File: src/hdl/two_way_set_assoc_cache_fifo_top_defines.svh
// assertion macros for the two-way set associative cache
// used by two_way_set_assoc_cache_fifo_top, expects clk and rst in scope
`ifndef TWO_WAY_SET_ASSOC_CACHE_FIFO_TOP_DEFINES_SVH
`define TWO_WAY_SET_ASSOC_CACHE_FIFO_TOP_DEFINES_SVH

`ifndef SYNTHESIS

// general property check, disabled during reset
`define TSAC_ASSERT(lbl, prop, msg) \
  lbl: assert property (@(posedge clk) disable iff (rst) (prop)) else $error(msg);

// same-cycle implication check, disabled during reset
`define TSAC_ASSERT_IMP(lbl, ante, cons, msg) \
  lbl: assert property (@(posedge clk) disable iff (rst) (ante) |-> (cons)) else $error(msg);

`else

`define TSAC_ASSERT(lbl, prop, msg)
`define TSAC_ASSERT_IMP(lbl, ante, cons, msg)

`endif

`endif

File: src/hdl/tsac_pkg.sv
// shared types and constants for the two-way set associative cache
// no dependencies
`timescale 1ns / 1ps

package tsac_pkg;

  localparam int unsigned SETS_DEF      = 4;
  localparam int unsigned MEM_WORDS_DEF = 64;
  localparam int unsigned ADDR_W        = 8;
  localparam int unsigned DATA_W        = 8;
  localparam int unsigned STATUS_W      = 2;

  typedef enum logic [STATUS_W-1:0] {
    ST_HIT   = 2'd0,
    ST_MISS  = 2'd1,
    ST_RANGE = 2'd2
  } status_t;

  typedef enum logic [1:0] {
    S_IDLE,
    S_LOOKUP,
    S_RESOLVE
  } state_t;

  // controller to datapath
  typedef struct packed {
    logic load;     // capture the request
    logic resolve;  // compare, fill and load the result register
  } cmd_t;

  // datapath to controller
  typedef struct packed {
    logic out_free; // result register can take a new item this cycle
  } sts_t;

endpackage

File: src/hdl/tsac_req_if.sv
// request channel: address and backing byte
// depends on tsac_pkg
`timescale 1ns / 1ps

interface tsac_req_if;
  logic                        valid;
  logic                        ready;
  logic [tsac_pkg::ADDR_W-1:0] address;
  logic [tsac_pkg::DATA_W-1:0] fill_data;

  modport source (output valid, output address, output fill_data, input ready);
  modport sink   (input valid, input address, input fill_data, output ready);
endinterface

File: src/hdl/tsac_rsp_if.sv
// response channel: status, byte and way
// depends on tsac_pkg
`timescale 1ns / 1ps

interface tsac_rsp_if;
  logic                          valid;
  logic                          ready;
  logic [tsac_pkg::STATUS_W-1:0] status;
  logic [tsac_pkg::DATA_W-1:0]   read_data;
  logic                          hit_way;

  modport source (output valid, output status, output read_data, output hit_way,
                  input ready);
  modport sink   (input valid, input status, input read_data, input hit_way,
                  output ready);
endinterface

File: src/hdl/two_way_set_assoc_cache_fifo_top.sv
// top level of the two-way set associative byte cache, round-robin fill
// depends on tsac_pkg, tsac_req_if, tsac_rsp_if, tsac_ctrl, tsac_dpath
//
//  channel  dir  handshake    payload
//  req      in   valid/ready  address[7:0], fill_data[7:0]
//  rsp      out  valid/ready  status[1:0], read_data[7:0], hit_way
//
// a request passes capture, tag/data memory read and resolve in turn;
// the registered read of the tag and data memories adds the middle step
// a result waits in its own register; the next request is taken while it waits
// a stalled response holds the resolve step until the result register frees up
// synchronous reset clears valid and victim bits and the handshake state;
// no clearing pass, the valid bits stand in for the zeroed stores
`timescale 1ns / 1ps
`include "two_way_set_assoc_cache_fifo_top_defines.svh"

module two_way_set_assoc_cache_fifo_top #(
  parameter int unsigned SETS      = tsac_pkg::SETS_DEF,
  parameter int unsigned MEM_WORDS = tsac_pkg::MEM_WORDS_DEF
) (
  input logic      clk,
  input logic      rst,
  tsac_req_if.sink   req,
  tsac_rsp_if.source rsp
);

  // command and status between sequencer and datapath
  tsac_pkg::cmd_t cmd;
  tsac_pkg::sts_t sts;

  tsac_ctrl u_ctrl (
    .clk      (clk),
    .rst      (rst),
    .in_valid (req.valid),
    .in_ready (req.ready),
    .sts      (sts),
    .cmd      (cmd)
  );

  tsac_dpath #(
    .SETS      (SETS),
    .MEM_WORDS (MEM_WORDS)
  ) u_dpath (
    .clk           (clk),
    .rst           (rst),
    .cmd           (cmd),
    .sts           (sts),
    .in_address    (req.address),
    .in_fill_data  (req.fill_data),
    .out_valid     (rsp.valid),
    .out_ready     (rsp.ready),
    .out_status    (rsp.status),
    .out_read_data (rsp.read_data),
    .out_hit_way   (rsp.hit_way)
  );

  // resolve only when the result register can take the item
  `TSAC_ASSERT_IMP(a_resolve_free, cmd.resolve, sts.out_free, "resolve while result register busy")

  // a resolved item shows up on the response channel next cycle
  `TSAC_ASSERT(a_resolve_shows, cmd.resolve |=> rsp.valid, "resolved item not presented")

  // no second request taken while one is in flight
  `TSAC_ASSERT(a_one_in_flight, (req.valid && req.ready) |=> !req.ready, "request taken while busy")

  // out of range results carry zero byte and way
  `TSAC_ASSERT_IMP(a_range_zero, rsp.valid && (rsp.status == tsac_pkg::ST_RANGE),
                   (rsp.read_data == '0) && !rsp.hit_way, "range error with nonzero payload")

endmodule

File: src/hdl/tsac_ctrl.sv
// sequencing state machine for the cache: accept, lookup, resolve
// depends on tsac_pkg
`timescale 1ns / 1ps

module tsac_ctrl (
  input  logic            clk,
  input  logic            rst,
  input  logic            in_valid,
  output logic            in_ready,
  input  tsac_pkg::sts_t  sts,
  output tsac_pkg::cmd_t  cmd
);

  tsac_pkg::state_t state, state_next;

  always_ff @(posedge clk) begin
    if (rst) begin
      state <= tsac_pkg::S_IDLE;
    end else begin
      state <= state_next;
    end
  end

  always_comb begin
    state_next  = state;
    in_ready    = 1'b0;
    cmd.load    = 1'b0;
    cmd.resolve = 1'b0;
    unique case (state)
      tsac_pkg::S_IDLE: begin
        // nothing is taken while reset is held
        in_ready = !rst;
        if (in_valid && !rst) begin
          cmd.load   = 1'b1;
          state_next = tsac_pkg::S_LOOKUP;
        end
      end
      tsac_pkg::S_LOOKUP: begin
        // tag and data read is in flight
        state_next = tsac_pkg::S_RESOLVE;
      end
      tsac_pkg::S_RESOLVE: begin
        if (sts.out_free) begin
          cmd.resolve = 1'b1;
          state_next  = tsac_pkg::S_IDLE;
        end
      end
      default: begin
        state_next = tsac_pkg::S_IDLE;
      end
    endcase
  end

endmodule

File: src/hdl/tsac_dpath.sv
// cache datapath: request registers, tag and data memories, valid and
// victim bits, hit compare, fill and result register; depends on tsac_pkg
`timescale 1ns / 1ps

module tsac_dpath #(
  parameter int unsigned SETS      = tsac_pkg::SETS_DEF,
  parameter int unsigned MEM_WORDS = tsac_pkg::MEM_WORDS_DEF
) (
  input  logic                          clk,
  input  logic                          rst,
  input  tsac_pkg::cmd_t                cmd,
  output tsac_pkg::sts_t                sts,
  input  logic [tsac_pkg::ADDR_W-1:0]   in_address,
  input  logic [tsac_pkg::DATA_W-1:0]   in_fill_data,
  output logic                          out_valid,
  input  logic                          out_ready,
  output logic [tsac_pkg::STATUS_W-1:0] out_status,
  output logic [tsac_pkg::DATA_W-1:0]   out_read_data,
  output logic                          out_hit_way
);

  localparam int unsigned ADDR_N    = 1 << tsac_pkg::ADDR_W;
  localparam int unsigned ADDR_SPAN = (MEM_WORDS < ADDR_N) ? MEM_WORDS : ADDR_N;
  localparam int unsigned SET_W     = (SETS > 1) ? $clog2(SETS) : 1;
  localparam int unsigned TAG_N     = (ADDR_SPAN + SETS - 1) / SETS;
  localparam int unsigned TAG_W     = (TAG_N > 1) ? $clog2(TAG_N) : 1;
  localparam logic [tsac_pkg::ADDR_W:0] LIMIT = (tsac_pkg::ADDR_W + 1)'(ADDR_SPAN);

  // address split, worked out per address at elaboration
  logic [SET_W-1:0] set_lut [ADDR_N];
  logic [TAG_W-1:0] tag_lut [ADDR_N];

  for (genvar g = 0; g < ADDR_N; g++) begin : g_split
    assign set_lut[g] = SET_W'(g % SETS);
    assign tag_lut[g] = TAG_W'(g / SETS);
  end

  logic [tsac_pkg::ADDR_W-1:0] addr_q;
  logic [tsac_pkg::DATA_W-1:0] fill_q;

  always_ff @(posedge clk) begin
    if (cmd.load) begin
      addr_q <= in_address;
      fill_q <= in_fill_data;
    end
  end

  logic [SET_W-1:0] set_idx;
  logic [TAG_W-1:0] tag;
  logic             in_range;

  assign set_idx  = set_lut[addr_q];
  assign tag      = tag_lut[addr_q];
  assign in_range = {1'b0, addr_q} < LIMIT;

  // tag and data stores, registered read
  logic [TAG_W-1:0]            tag0_mem  [SETS];
  logic [TAG_W-1:0]            tag1_mem  [SETS];
  logic [tsac_pkg::DATA_W-1:0] data0_mem [SETS];
  logic [tsac_pkg::DATA_W-1:0] data1_mem [SETS];

  logic [TAG_W-1:0]            rd_tag0, rd_tag1;
  logic [tsac_pkg::DATA_W-1:0] rd_data0, rd_data1;

  logic [SETS-1:0] valid0, valid1, victim;
  logic            hit0, hit1, fill_en, fill_way;

  assign hit0     = valid0[set_idx] && (rd_tag0 == tag);
  assign hit1     = valid1[set_idx] && (rd_tag1 == tag);
  assign fill_way = victim[set_idx];
  assign fill_en  = cmd.resolve && in_range && !hit0 && !hit1;

  always_ff @(posedge clk) begin
    rd_tag0  <= tag0_mem[set_idx];
    rd_tag1  <= tag1_mem[set_idx];
    rd_data0 <= data0_mem[set_idx];
    rd_data1 <= data1_mem[set_idx];
    if (fill_en && !fill_way) begin
      tag0_mem[set_idx]  <= tag;
      data0_mem[set_idx] <= fill_q;
    end
    if (fill_en && fill_way) begin
      tag1_mem[set_idx]  <= tag;
      data1_mem[set_idx] <= fill_q;
    end
  end

  always_ff @(posedge clk) begin
    if (rst) begin
      valid0 <= '0;
      valid1 <= '0;
      victim <= '0;
    end else if (fill_en) begin
      if (fill_way) begin
        valid1[set_idx] <= 1'b1;
      end else begin
        valid0[set_idx] <= 1'b1;
      end
      victim[set_idx] <= !fill_way;
    end
  end

  // result register
  tsac_pkg::status_t           status_q;
  logic [tsac_pkg::DATA_W-1:0] data_q;
  logic                        way_q;

  always_ff @(posedge clk) begin
    if (cmd.resolve) begin
      if (!in_range) begin
        status_q <= tsac_pkg::ST_RANGE;
        data_q   <= '0;
        way_q    <= 1'b0;
      end else if (hit0) begin
        status_q <= tsac_pkg::ST_HIT;
        data_q   <= rd_data0;
        way_q    <= 1'b0;
      end else if (hit1) begin
        status_q <= tsac_pkg::ST_HIT;
        data_q   <= rd_data1;
        way_q    <= 1'b1;
      end else begin
        status_q <= tsac_pkg::ST_MISS;
        data_q   <= fill_q;
        way_q    <= fill_way;
      end
    end
  end

  always_ff @(posedge clk) begin
    if (rst) begin
      out_valid <= 1'b0;
    end else if (cmd.resolve) begin
      out_valid <= 1'b1;
    end else if (out_ready) begin
      out_valid <= 1'b0;
    end
  end

  assign sts.out_free  = !out_valid || out_ready;
  assign out_status    = status_q;
  assign out_read_data = data_q;
  assign out_hit_way   = way_q;

endmodule
File: src/flat_wrapper.sv
// flat-port wrapper written by rule: the top's interface ports become plain ports
module two_way_set_assoc_cache_fifo_top_flat 
#(
  parameter int unsigned SETS      = tsac_pkg::SETS_DEF,
  parameter int unsigned MEM_WORDS = tsac_pkg::MEM_WORDS_DEF
)
  (clk, rst, req_valid, req_address, req_fill_data, req_ready, rsp_valid, rsp_status, rsp_read_data, rsp_hit_way, rsp_ready);
  tsac_req_if req_i ();
  tsac_rsp_if rsp_i ();
  input logic clk;
  input logic rst;
  input wire logic [$bits(req_i.valid)-1:0] req_valid;
  input wire logic [$bits(req_i.address)-1:0] req_address;
  input wire logic [$bits(req_i.fill_data)-1:0] req_fill_data;
  output wire logic [$bits(req_i.ready)-1:0] req_ready;
  output wire logic [$bits(rsp_i.valid)-1:0] rsp_valid;
  output wire logic [$bits(rsp_i.status)-1:0] rsp_status;
  output wire logic [$bits(rsp_i.read_data)-1:0] rsp_read_data;
  output wire logic [$bits(rsp_i.hit_way)-1:0] rsp_hit_way;
  input wire logic [$bits(rsp_i.ready)-1:0] rsp_ready;
  assign req_i.valid = req_valid;
  assign req_i.address = req_address;
  assign req_i.fill_data = req_fill_data;
  assign req_ready = req_i.ready;
  assign rsp_valid = rsp_i.valid;
  assign rsp_status = rsp_i.status;
  assign rsp_read_data = rsp_i.read_data;
  assign rsp_hit_way = rsp_i.hit_way;
  assign rsp_i.ready = rsp_ready;
  two_way_set_assoc_cache_fifo_top #(.SETS(SETS), .MEM_WORDS(MEM_WORDS)) u_core (.clk(clk), .rst(rst), .req(req_i), .rsp(rsp_i));
endmodule
File: config.mk
export PLATFORM = sky130hd
export DESIGN_NAME = two_way_set_assoc_cache_fifo_top_flat
export DESIGN_NICKNAME = d
export VERILOG_FILES = /design/src/hdl/tsac_pkg.sv /design/src/hdl/tsac_req_if.sv /design/src/hdl/tsac_rsp_if.sv /design/src/hdl/two_way_set_assoc_cache_fifo_top.sv /design/src/hdl/tsac_ctrl.sv /design/src/hdl/tsac_dpath.sv /design/src/flat_wrapper.sv
export VERILOG_INCLUDE_DIRS = /design/src /design/src/hdl
export SDC_FILE = /design/constraint.sdc
export NUM_CORES = 1
export LEC_CHECK = 0
export ABC_AREA = 1
export BUFFER_PORTS_ARGS = -buffer_cell sky130_fd_sc_hd__buf_2
export CAP_MARGIN = 20
export CORE_UTILIZATION = 30
export CTS_CLUSTER_SIZE = 16
export DETAILED_ROUTE_END_ITERATION = 8
export SLEW_MARGIN = 20
export SYNTH_ARGS = -nofsm -noshare
export SYNTH_HDL_FRONTEND = slang
export SYNTH_SLANG_ARGS = --single-unit
File: constraint.sdc
create_clock -name clk -period 4.44 [get_ports clk]
set_input_delay 0.222 -clock clk [delete_from_list [all_inputs] [get_ports clk]]
set_output_delay 0.222 -clock clk [all_outputs]
set_load 0.05 [all_outputs]
[Yosys cells after proc, flatten, opt, wreduce, memory -nomap -nowiden]
Memories as Yosys holds them, arrays and structs flattened. A register that Yosys moved wholly into a read port is not among the register bits.
Index checks and enable logic that the tools add are counted.
Word-level totals
  ROM bits: 1536
  input port bits: 20
  register bits: 42
  output and inout bits: 13
  memory bits (writable): 96
  memories kept: 6
  latch bits: 0
Memory list
  (name not given): depth 256, bits a word 4, read ports 1, clocked after memory_dff 0, write ports 0, RTL line tsac_dpath.sv:53  | assign tag = tag_lut[addr_q];
  (name not given): depth 256, bits a word 2, read ports 1, clocked after memory_dff 0, write ports 0, RTL line tsac_dpath.sv:52  | assign set_idx = set_lut[addr_q];
  u_core.u_dpath.data0_mem: depth 4, bits a word 8, read ports 1, clocked after memory_dff 1, write ports 1, RTL line tsac_dpath.sv:59  | logic [tsac_pkg::DATA_W-1:0] data0_mem [SETS];
  u_core.u_dpath.data1_mem: depth 4, bits a word 8, read ports 1, clocked after memory_dff 1, write ports 1, RTL line tsac_dpath.sv:60  | logic [tsac_pkg::DATA_W-1:0] data1_mem [SETS];
  u_core.u_dpath.tag0_mem: depth 4, bits a word 4, read ports 1, clocked after memory_dff 1, write ports 1, RTL line tsac_dpath.sv:57  | logic [TAG_W-1:0] tag0_mem [SETS];
  u_core.u_dpath.tag1_mem: depth 4, bits a word 4, read ports 1, clocked after memory_dff 1, write ports 1, RTL line tsac_dpath.sv:58  | logic [TAG_W-1:0] tag1_mem [SETS];
Cells by class
  $add $sub $neg: 0
  multiplexer cells: 31
  reductions and logical operators: 21
  $lt $le $gt $ge: 4
  equality and inequality tests: 6
  shift-type cells: 0
  div/mod/pow operators: 0
  bitwise gates (word level): 5
  $mul: 0
Operator list (number)
  1-bit 2-to-1 mux: 17
  8-bit 2-to-1 mux: 2
  9-bit greater-or-equal comparator (second input constant): 1
  1-bit logical AND: 9
  8-bit NOT with 9-bit output: 1
  4-bit equality test: 2
  8-bit by 7-bit less-than comparator with 1-bit output (second input constant): 1
  2-bit 2-to-1 mux: 4
  4-bit 2-to-1 mux: 2
  4-bit bitwise OR: 2
  1-bit binary-select mux with 2-bit select: 3
  2-bit one-hot mux with 3 select lines: 1
  2-bit AND reduction: 3
  1-bit logical NOT: 5
  4-bit bitwise mux: 1
  2-bit by 3-bit less-than comparator with 1-bit output (second input constant): 1
  1-bit demux with 2-bit select: 1
  2-bit by 1-bit equality test with 1-bit output (second input constant): 1
  2-bit equality test (second input constant): 1
  2-bit by 1-bit greater-or-equal comparator with 1-bit output (second input constant): 1
  2-bit logical NOT: 1
  2-bit by 1-bit != test with 1-bit output (second input constant): 1
  2-bit != test (second input constant): 1
  1-bit NOT: 2
  other kinds (3): 3

[Depth between registers and ports, before layout]
Gate-level depths: netlist of run 1.
  word-level depth: 13
  depth in mapped cells: 13

[Cells and area by module]
Synthesis of run 1 repeated with hierarchy kept, for this count alone.
Unflattened totals
  cells, all modules: 442
  area, all modules: 5898.2 um^2
By module, submodules not included
  tsac_dpath: seq. area each 4434.3 um^2, area each 5799.3 um^2, cells an instance 427, times used 1
  tsac_ctrl: seq. area each 40.0 um^2, area each 98.8 um^2, cells an instance 15, times used 1

[Worst setup path before layout of run 1]
OpenSTA, ideal clock, no wires.
  path type: reg-to-reg
  start point: reg u_core.u_dpath.addr_q[0] in the netlist's numbering
  end point: mem u_core.u_dpath.data1_mem[2][0] in the netlist's numbering (enable)
  stages on the path, launching flop included: 12
  arrival time: 1.526 ns
  setup slack: 2.570 ns
  clock period less this slack: 1.870 ns
  data required time: 4.096 ns
  library setup time: 0.344 ns
  path buffers: 2
  cell sequence: edfxtp_1 -> buf_6 -> nand2_1 -> nand2_1 -> nand2_1 -> nand2_2 -> nand3_4 -> inv_6 -> nor2_8 -> buf_12 -> nand3_2 -> inv_1
Between the ends
  word-level cells in the longest chain between the ends: 13
  elaborated cells on any way between the ends: 26
  classes of those cells: order compare (1); eq/ne (2); mux (12); bitwise (1); reduce/logical (8); memory (2)
RTL lines
  start: declaration: RTL line tsac_dpath.sv:38  | logic [tsac_pkg::ADDR_W-1:0] addr_q;
  start signal: assignment: RTL line tsac_dpath.sv:43  | addr_q <= in_address;
  8-bit NOT with 9-bit output (not written as such): RTL line tsac_dpath.sv:52, tsac_dpath.sv:53
  memory read 256 x 2 bit
  2-bit 2-to-1 mux (not written as such) (2 in a row): RTL line tsac_dpath.sv:52
  1-bit binary-select mux with 2-bit select: RTL line tsac_dpath.sv:68  | assign hit0 = valid0[set_idx] && (rd_tag0 == tag);
  1-bit 2-to-1 mux (not written as such): RTL line tsac_dpath.sv:68
  1-bit logical AND: RTL line tsac_dpath.sv:68
  1-bit logical NOT: RTL line tsac_dpath.sv:71  | assign fill_en = cmd.resolve && in_range && !hit0 && !hit1;
  1-bit logical AND (2 in a row): RTL line tsac_dpath.sv:71
  1-bit logical AND: RTL line tsac_dpath.sv:82  | if (fill_en && fill_way) begin
  1-bit 2-to-1 mux: RTL line tsac_dpath.sv:82
  1-bit 2-to-1 mux (not written as such): RTL line tsac_dpath.sv:84  | data1_mem[set_idx] <= fill_q;
  end: declaration: RTL line tsac_dpath.sv:60
Parallel ways exist; a longest one is shown, timed or not. The select of a mux whose other input is x is not followed.

[Worst setup path in the final report of run 1]
  start point: reg u_core.u_dpath.addr_q[0] in the netlist's numbering
  end point: mem u_core.u_dpath.data1_mem[3][5] in the netlist's numbering (enable)
The elaborated chain is that of the path after synthesis.

==> results.json, run 1 <==
{
  "final_common_cell": "edfxtp_1",
  "cp_cell_sequence": "nor2_4, nand2_1, o21ai_2, nor3_4, inv_4, nand3_1, inv_1",
  "seq_area_frac_synth_pct": 76.07,
  "grt_pass1_vias": 3361,
  "cts_tree": "done",
  "core_area_um2": 18960,
  "grt_max_degree": 29,
  "cts-root-buf": "clkbuf_16",
  "nets": 512,
  "dr.pass1.iters": 5,
  "seqCellArea_um2": 4474,
  "slew_headroom_pct": 40.93,
  "start_util_pct": 31.03,
  "syn_to_final_growth_pct": 19.49,
  "setup_viol": 0,
  "crit_slowest_cell": "nor2_4",
  "synth_area_per_cell_um2": 13.52,
  "crit_family": "simple AND/OR/NAND/NOR gates",
  "cts-resized-gates": 0,
  "finalCritPeriodShare_pct": 57.76,
  "min_period_ns": 2.564,
  "drtIter0Drc": 206,
  "final.setup.tns_ns": 0,
  "avgRoutedWirePerCell_um": 15.55,
  "hp-class": "input pin to register",
  "postCtsSetupRepairBufs": 0,
  "ios": 33,
  "syn-instance-count": 435,
  "num_vias": 3322,
  "antenna_found_initial": 0,
  "syn_area_um2": 5882,
  "max_stage_delay_ns": 0.62,
  "io_buffers": 32,
  "drt-total-wl_um": 11900,
  "cts_hold_buf": 16,
  "power_density_nw_per_um2": 446.1,
  "synth_cell_types": 30,
  "cts.sinks": 162,
  "combPwrFrac_pct": 3.2,
  "finalMaxSlewViolations": 0,
  "timing_worst_setup_path_type": "register to register",
  "ant_nets": 0,
  "final_util_pct": 37.08,
  "p_int_mw": 2.472,
  "crit_path_start_kind": "register",
  "place.gp.congestion": 0.7594,
  "rsz0062_at_grt": "no",
  "die_area_um2": 20170,
  "vdd.ir_drop.worst_v": 0.0002552,
  "die_x_um": 142.0,
  "r2r_slack_ns": 1.88,
  "layout_common_cells": "edfxtp_1 (123), nand2_1 (92), a22oi_1 (39), dfxtp_1 (39), inv_1 (36)",
  "drt-met1-wl_um": 5350,
  "fillCellCount": 1787,
  "multi_input_area_um2": 1171,
  "status": "finished clean",
  "row_count": 50,
  "hpwl_um": 7888,
  "worst-path-max-fanout": 28,
  "route.detailed.drc": 0,
  "wl_met3_um": 882,
  "cp_num_buf_inv": 2,
  "synth_seq_cells": 162,
  "ys.warnings.count": 0,
  "path_clk_slew_ns": 0.06,
  "p_seq_share_pct": 53.4,
  "hold_viol_final": 0,
  "max_freq_ghz": 0.3900,
  "switching_power_mw": 0.6634,
  "htreeDepth": 4,
  "top_layer_used": "met4",
  "clock_power_share_pct": 43.4,
  "finClkSkew_ns": 0.01407,
  "cap_viol_max_count": 0,
  "insertion_delay_ns": 0.43,
  "synth_nets": 455,
  "viasPerCell": 4.342,
  "track_usage_pct": 12.93,
  "worstMarginPinSlew_ns": 0.8806,
  "cp-end-kind": "register",
  "cp_data_arrival_time_ns": 2.62,
  "swShare_pct": 21.16,
  "routed-wl-met2_um": 5501,
  "num_antenna_cells": 0,
  "leakage_nw": 2.564,
  "die_h_um": 142.0,
  "numCtsBuffers": 17,
  "grt_first_pass_wirelength_um": 18740,
  "critPathRequiredTime_ns": 4.50,
  "clockBufferDepth": 2,
  "grt_overflow": 0,
  "final_layout_size_suffix_gt1_share_pct": 18.61
}
==> metal layers <==
layer / vias up / GRT usage (%)
li1: 1644 / -
met1: 1583 / 16.94
met2: 80 / 19.97
met3: 15 / 3.970
met4: 0 / 5.093
met5: - / 0
==> cells by family (layout without fill, tap and decap cells) <==
kind of cell    count (synthesis)  after routing  synth area share (%)
buf+inv                        55            125                 4.148
simple gates                  150            150                 11.76
compound gates                 68             68                 8.020
flops                         162            162                 76.07
==> Yosys cell counts, drive strengths merged <==
cell type    n  area [µm²]
nand2       96       370.3
dfxtp       39       780.8
nand3       17       135.1
a22oi       39       292.8
nor2        33       152.6
clkbuf       6       22.52
nor3         2       21.27
nand4        1       6.260
o31ai        3       22.52
inv         42       167.7
a21oi       15       97.59
buf          5       46.29
or2          1       6.260
edfxtp     123        3694
clkinv       2       7.510
o21ai       11       58.81
==> stage by stage <==
stage               cells  setup slack [ns]  power [mW]  instance area (µm²)  hold WS, ns
global placement      717             1.898       1.797                 6309       0.4016
floorplan             435             2.570       1.758                 5882       0.2911
detailed placement    717             1.840       1.800                 6314       0.4036
global route          765             1.670       3.250                 7028       0.1032
finish                765             1.876       3.135                 7028       0.1144
CTS                   765             1.836       3.171                 7028      0.09971
==> cell type report <==
cell class              count  area share (%)
inverters                  44           2.492
clock inverters            12           1.531
clock buffers              20           6.356
repair buffers             49           4.664
multi-input cells         218           16.66
well taps                 260           4.629
flip-flops and latches    162           63.66
==> power by group through the flow <==
stage               Combinational, mW  Sequential [mW]  Clock, mW
global placement               0.0916             1.71          0
floorplan                      0.0548             1.70          0
CTS                             0.104             1.67       1.39
detailed placement             0.0932             1.71          0
global route                    0.113             1.68       1.46
finish                          0.102             1.67       1.36
==> worst min-delay path, stage by stage <==
cell     delay (ns)
buf_2          0.08
nand2_1        0.09
nor2_1         0.11
==> sequential cells by signal (all words and copies together), names as in the netlist, 8 cells and up <==
name / count
u_core.u_dpath.rd_data0: 8
u_core.u_dpath.tag1_mem: 16
u_core.u_dpath.data0_mem: 32
u_core.u_dpath.fill_q: 8
u_core.u_dpath.addr_q: 8
u_core.u_dpath.tag0_mem: 16
u_core.u_dpath.data1_mem: 32
u_core.u_dpath.rd_data1: 8
u_core.u_dpath.out_read_data: 8
==> path summary, 6_finish.rpt <==
| check | startpoint | to | depth (start not counted) |
|---|---|---|---|
| worst max-delay path | u_core.u_dpath.addr_q[0]$_DFFE_PP_ | u_core.u_dpath.data1_mem[3][5]$_DFFE_PP_ | 7 |
| worst min-delay path | req_valid | u_core.u_ctrl.state[0]$_SDFFE_PP0P_ | 3 |
| worst max register to register | u_core.u_dpath.addr_q[0]$_DFFE_PP_ | u_core.u_dpath.data1_mem[3][5]$_DFFE_PP_ | 7 |
| worst min register to register | u_core.u_dpath.data1_mem[2][7]$_DFFE_PP_ | u_core.u_dpath.rd_data1[7]$_DFF_P_ | 2 |
Power figures use the tool's default switching activity.
==> run 2, diff against run 1 <==
==> constraint.sdc (replaced) <==
create_clock -name clk -period 2.5 [get_ports clk]
set_input_delay 0.125 -clock clk [delete_from_list [all_inputs] [get_ports clk]]
set_output_delay 0.125 -clock clk [all_outputs]
set_load 0.05 [all_outputs]
==> results.json, run 2 (synthesis gave the netlist of run 1 again) <==
{
  "status": "finished clean",
  "route.detailed.drc": 0,
  "die_area_um2": 20170,
  "place.gp.congestion": 0.8280,
  "ios": 33,
  "timing_worst_setup_path_type": "register to register",
  "nets": 525,
  "track_usage_pct": 13.16,
  "grt_pass1_vias": 3384,
  "rsz0062_at_grt": "no",
  "start_util_pct": 31.03,
  "finClkSkew_ns": 0.01110,
  "vdd.ir_drop.worst_v": 0.0004942,
  "num_vias": 3500,
  "syn_to_final_growth_pct": 21.91,
  "die_x_um": 142.0,
  "finalInstanceArea_um2": 7171,
  "final_layout_size_suffix_gt1_share_pct": 20.70,
  "drt-total-wl_um": 12130,
  "dpl-instance-area_um2": 6424,
  "drtIter0Drc": 319,
  "min_period_ns": 2.205,
  "io_buffers": 32,
  "layout_common_cells": "edfxtp_1 (123), nand2_1 (92), a22oi_1 (39), dfxtp_1 (39), inv_1 (34)",
  "cts_tree": "done",
  "r2r_slack_ns": 0.30,
  "core_area_um2": 18960,
  "postCtsSetupRepairBufs": 0,
  "finalMaxSlewViolations": 0,
  "whs_ns": 0.02921,
  "worst-path-max-fanout": 12,
  "numCtsBuffers": 17,
  "antenna_found_initial": 0,
  "path_clk_slew_ns": 0.06,
  "avgRoutedWirePerCell_um": 15.61,
  "grt_max_degree": 28,
  "setup_viol": 0,
  "slew_headroom_pct": 62.80,
  "leakage_nw": 2.628,
  "cts.sinks": 162,
  "insertion_delay_ns": 0.42,
  "viasPerCell": 4.505,
  "grt_first_pass_wirelength_um": 19010,
  "finalPower_mw": 5.659,
  "htreeDepth": 4,
  "max_freq_ghz": 0.4535,
  "cp_data_arrival_time_ns": 2.33,
  "clockBufferDepth": 2,
  "grt_overflow": 0,
  "hold_viol_final": 0,
  "power_density_nw_per_um2": 789.2,
  "worstMarginPinSlew_ns": 0.5559,
  "fillCellCount": 1791,
  "final_common_cell": "edfxtp_1",
  "critPathRequiredTime_ns": 2.63,
  "dr.pass1.iters": 6,
  "num_antenna_cells": 0,
  "final.setup.tns_ns": 0,
  "cp-end-kind": "register",
  "top_regs": "u_core.u_dpath.data0_mem: 32 flops, u_core.u_dpath.data1_mem: 32 flops",
  "cap_viol_max_count": 0,
  "cts-root-buf": "clkbuf_16",
  "crit_path_start_kind": "register",
  "row_count": 50,
  "ant_nets": 0,
  "hpwl_um": 7521,
  "finalCritPeriodShare_pct": 88.20,
  "hp-class": "input pin to register",
  "die_h_um": 142.0
}
## run 2: changes by cell type in the layout (fill, tap and decap cells not counted), moves of 2 or more
cell	delta
buf_12	+2
buf_4	+10
inv_1	-2
inv_6	-2
## run 2: final timing paths
| path | start | endpoint | cells after the start |
|---|---|---|---|
| max | u_core.u_dpath.addr_q[0]$_DFFE_PP_ | u_core.u_dpath.data1_mem[3][3]$_DFFE_PP_ | 11 |
| min | rsp_ready | u_core.u_dpath.out_valid$_SDFFE_PP0P_ | 4 |
| max reg2reg | u_core.u_dpath.addr_q[0]$_DFFE_PP_ | u_core.u_dpath.data1_mem[3][3]$_DFFE_PP_ | 11 |
| min reg2reg | u_core.u_dpath.data0_mem[3][2]$_DFFE_PP_ | u_core.u_dpath.rd_data0[2]$_DFF_P_ | 2 |
## run 2: per-layer routing
layer	GRT usage (%)	up-vias	share of wire [%]
met1	17.03	1705	46
met4	5.772	0	1.5
li1	-	1663	-
met3	4.341	19	6.0
met5	0	-	0
met2	20.07	113	46
## run 2: area by class of cell
type                            count  area (µm²)  share of cell area, %
Tap cell                          260       325.3                  4.537
Clock inverter                     11       112.6                  1.570
Timing Repair Buffer               62       452.9                  6.317
Clock buffer                       20       456.7                  6.369
Inverter                           44       182.7                  2.548
Sequential cell                   162        4474                  62.40
Multi-Input combinational cell    218        1166                  16.26
## run 2: per-stage QoR
step                      utilization, %  setup WS (ns)  std cells
after floorplan                        -         0.6296        435
after global placement             33.89         0.2626        729
after detailed placement           33.89         0.1912        729
after CTS                          37.79         0.1722        777
after global routing               37.83        0.09480        777
final                              37.83         0.2951        777
## run 2: timing repair
action	CTS	global route
hold buffers	17	0
endpoints found under the hold margin	17	0
endpoints found under the setup margin	0	24
resized for setup	0	2
## run 2: power by group
part	leakage (nW)	switching [mW]	internal (mW)	total, mW
combinational	0.915	0.121	0.0707	0.192
sequential	1.43	0.0376	2.93	2.97
clock	0.279	0.996	1.50	2.50
total	2.63	1.15	4.50	5.66
## run 2: critical path, stage by stage (launching register included)
cell	delay (ns)
edfxtp_1	0.61
inv_4	0.08
nand2_2	0.07
nand2_1	0.04
nand2_1	0.07
nand2_2	0.08
nand3_4	0.14
inv_6	0.08
nor2_8	0.24
nand3_1	0.18
inv_1	0.13
buf_12	0.16
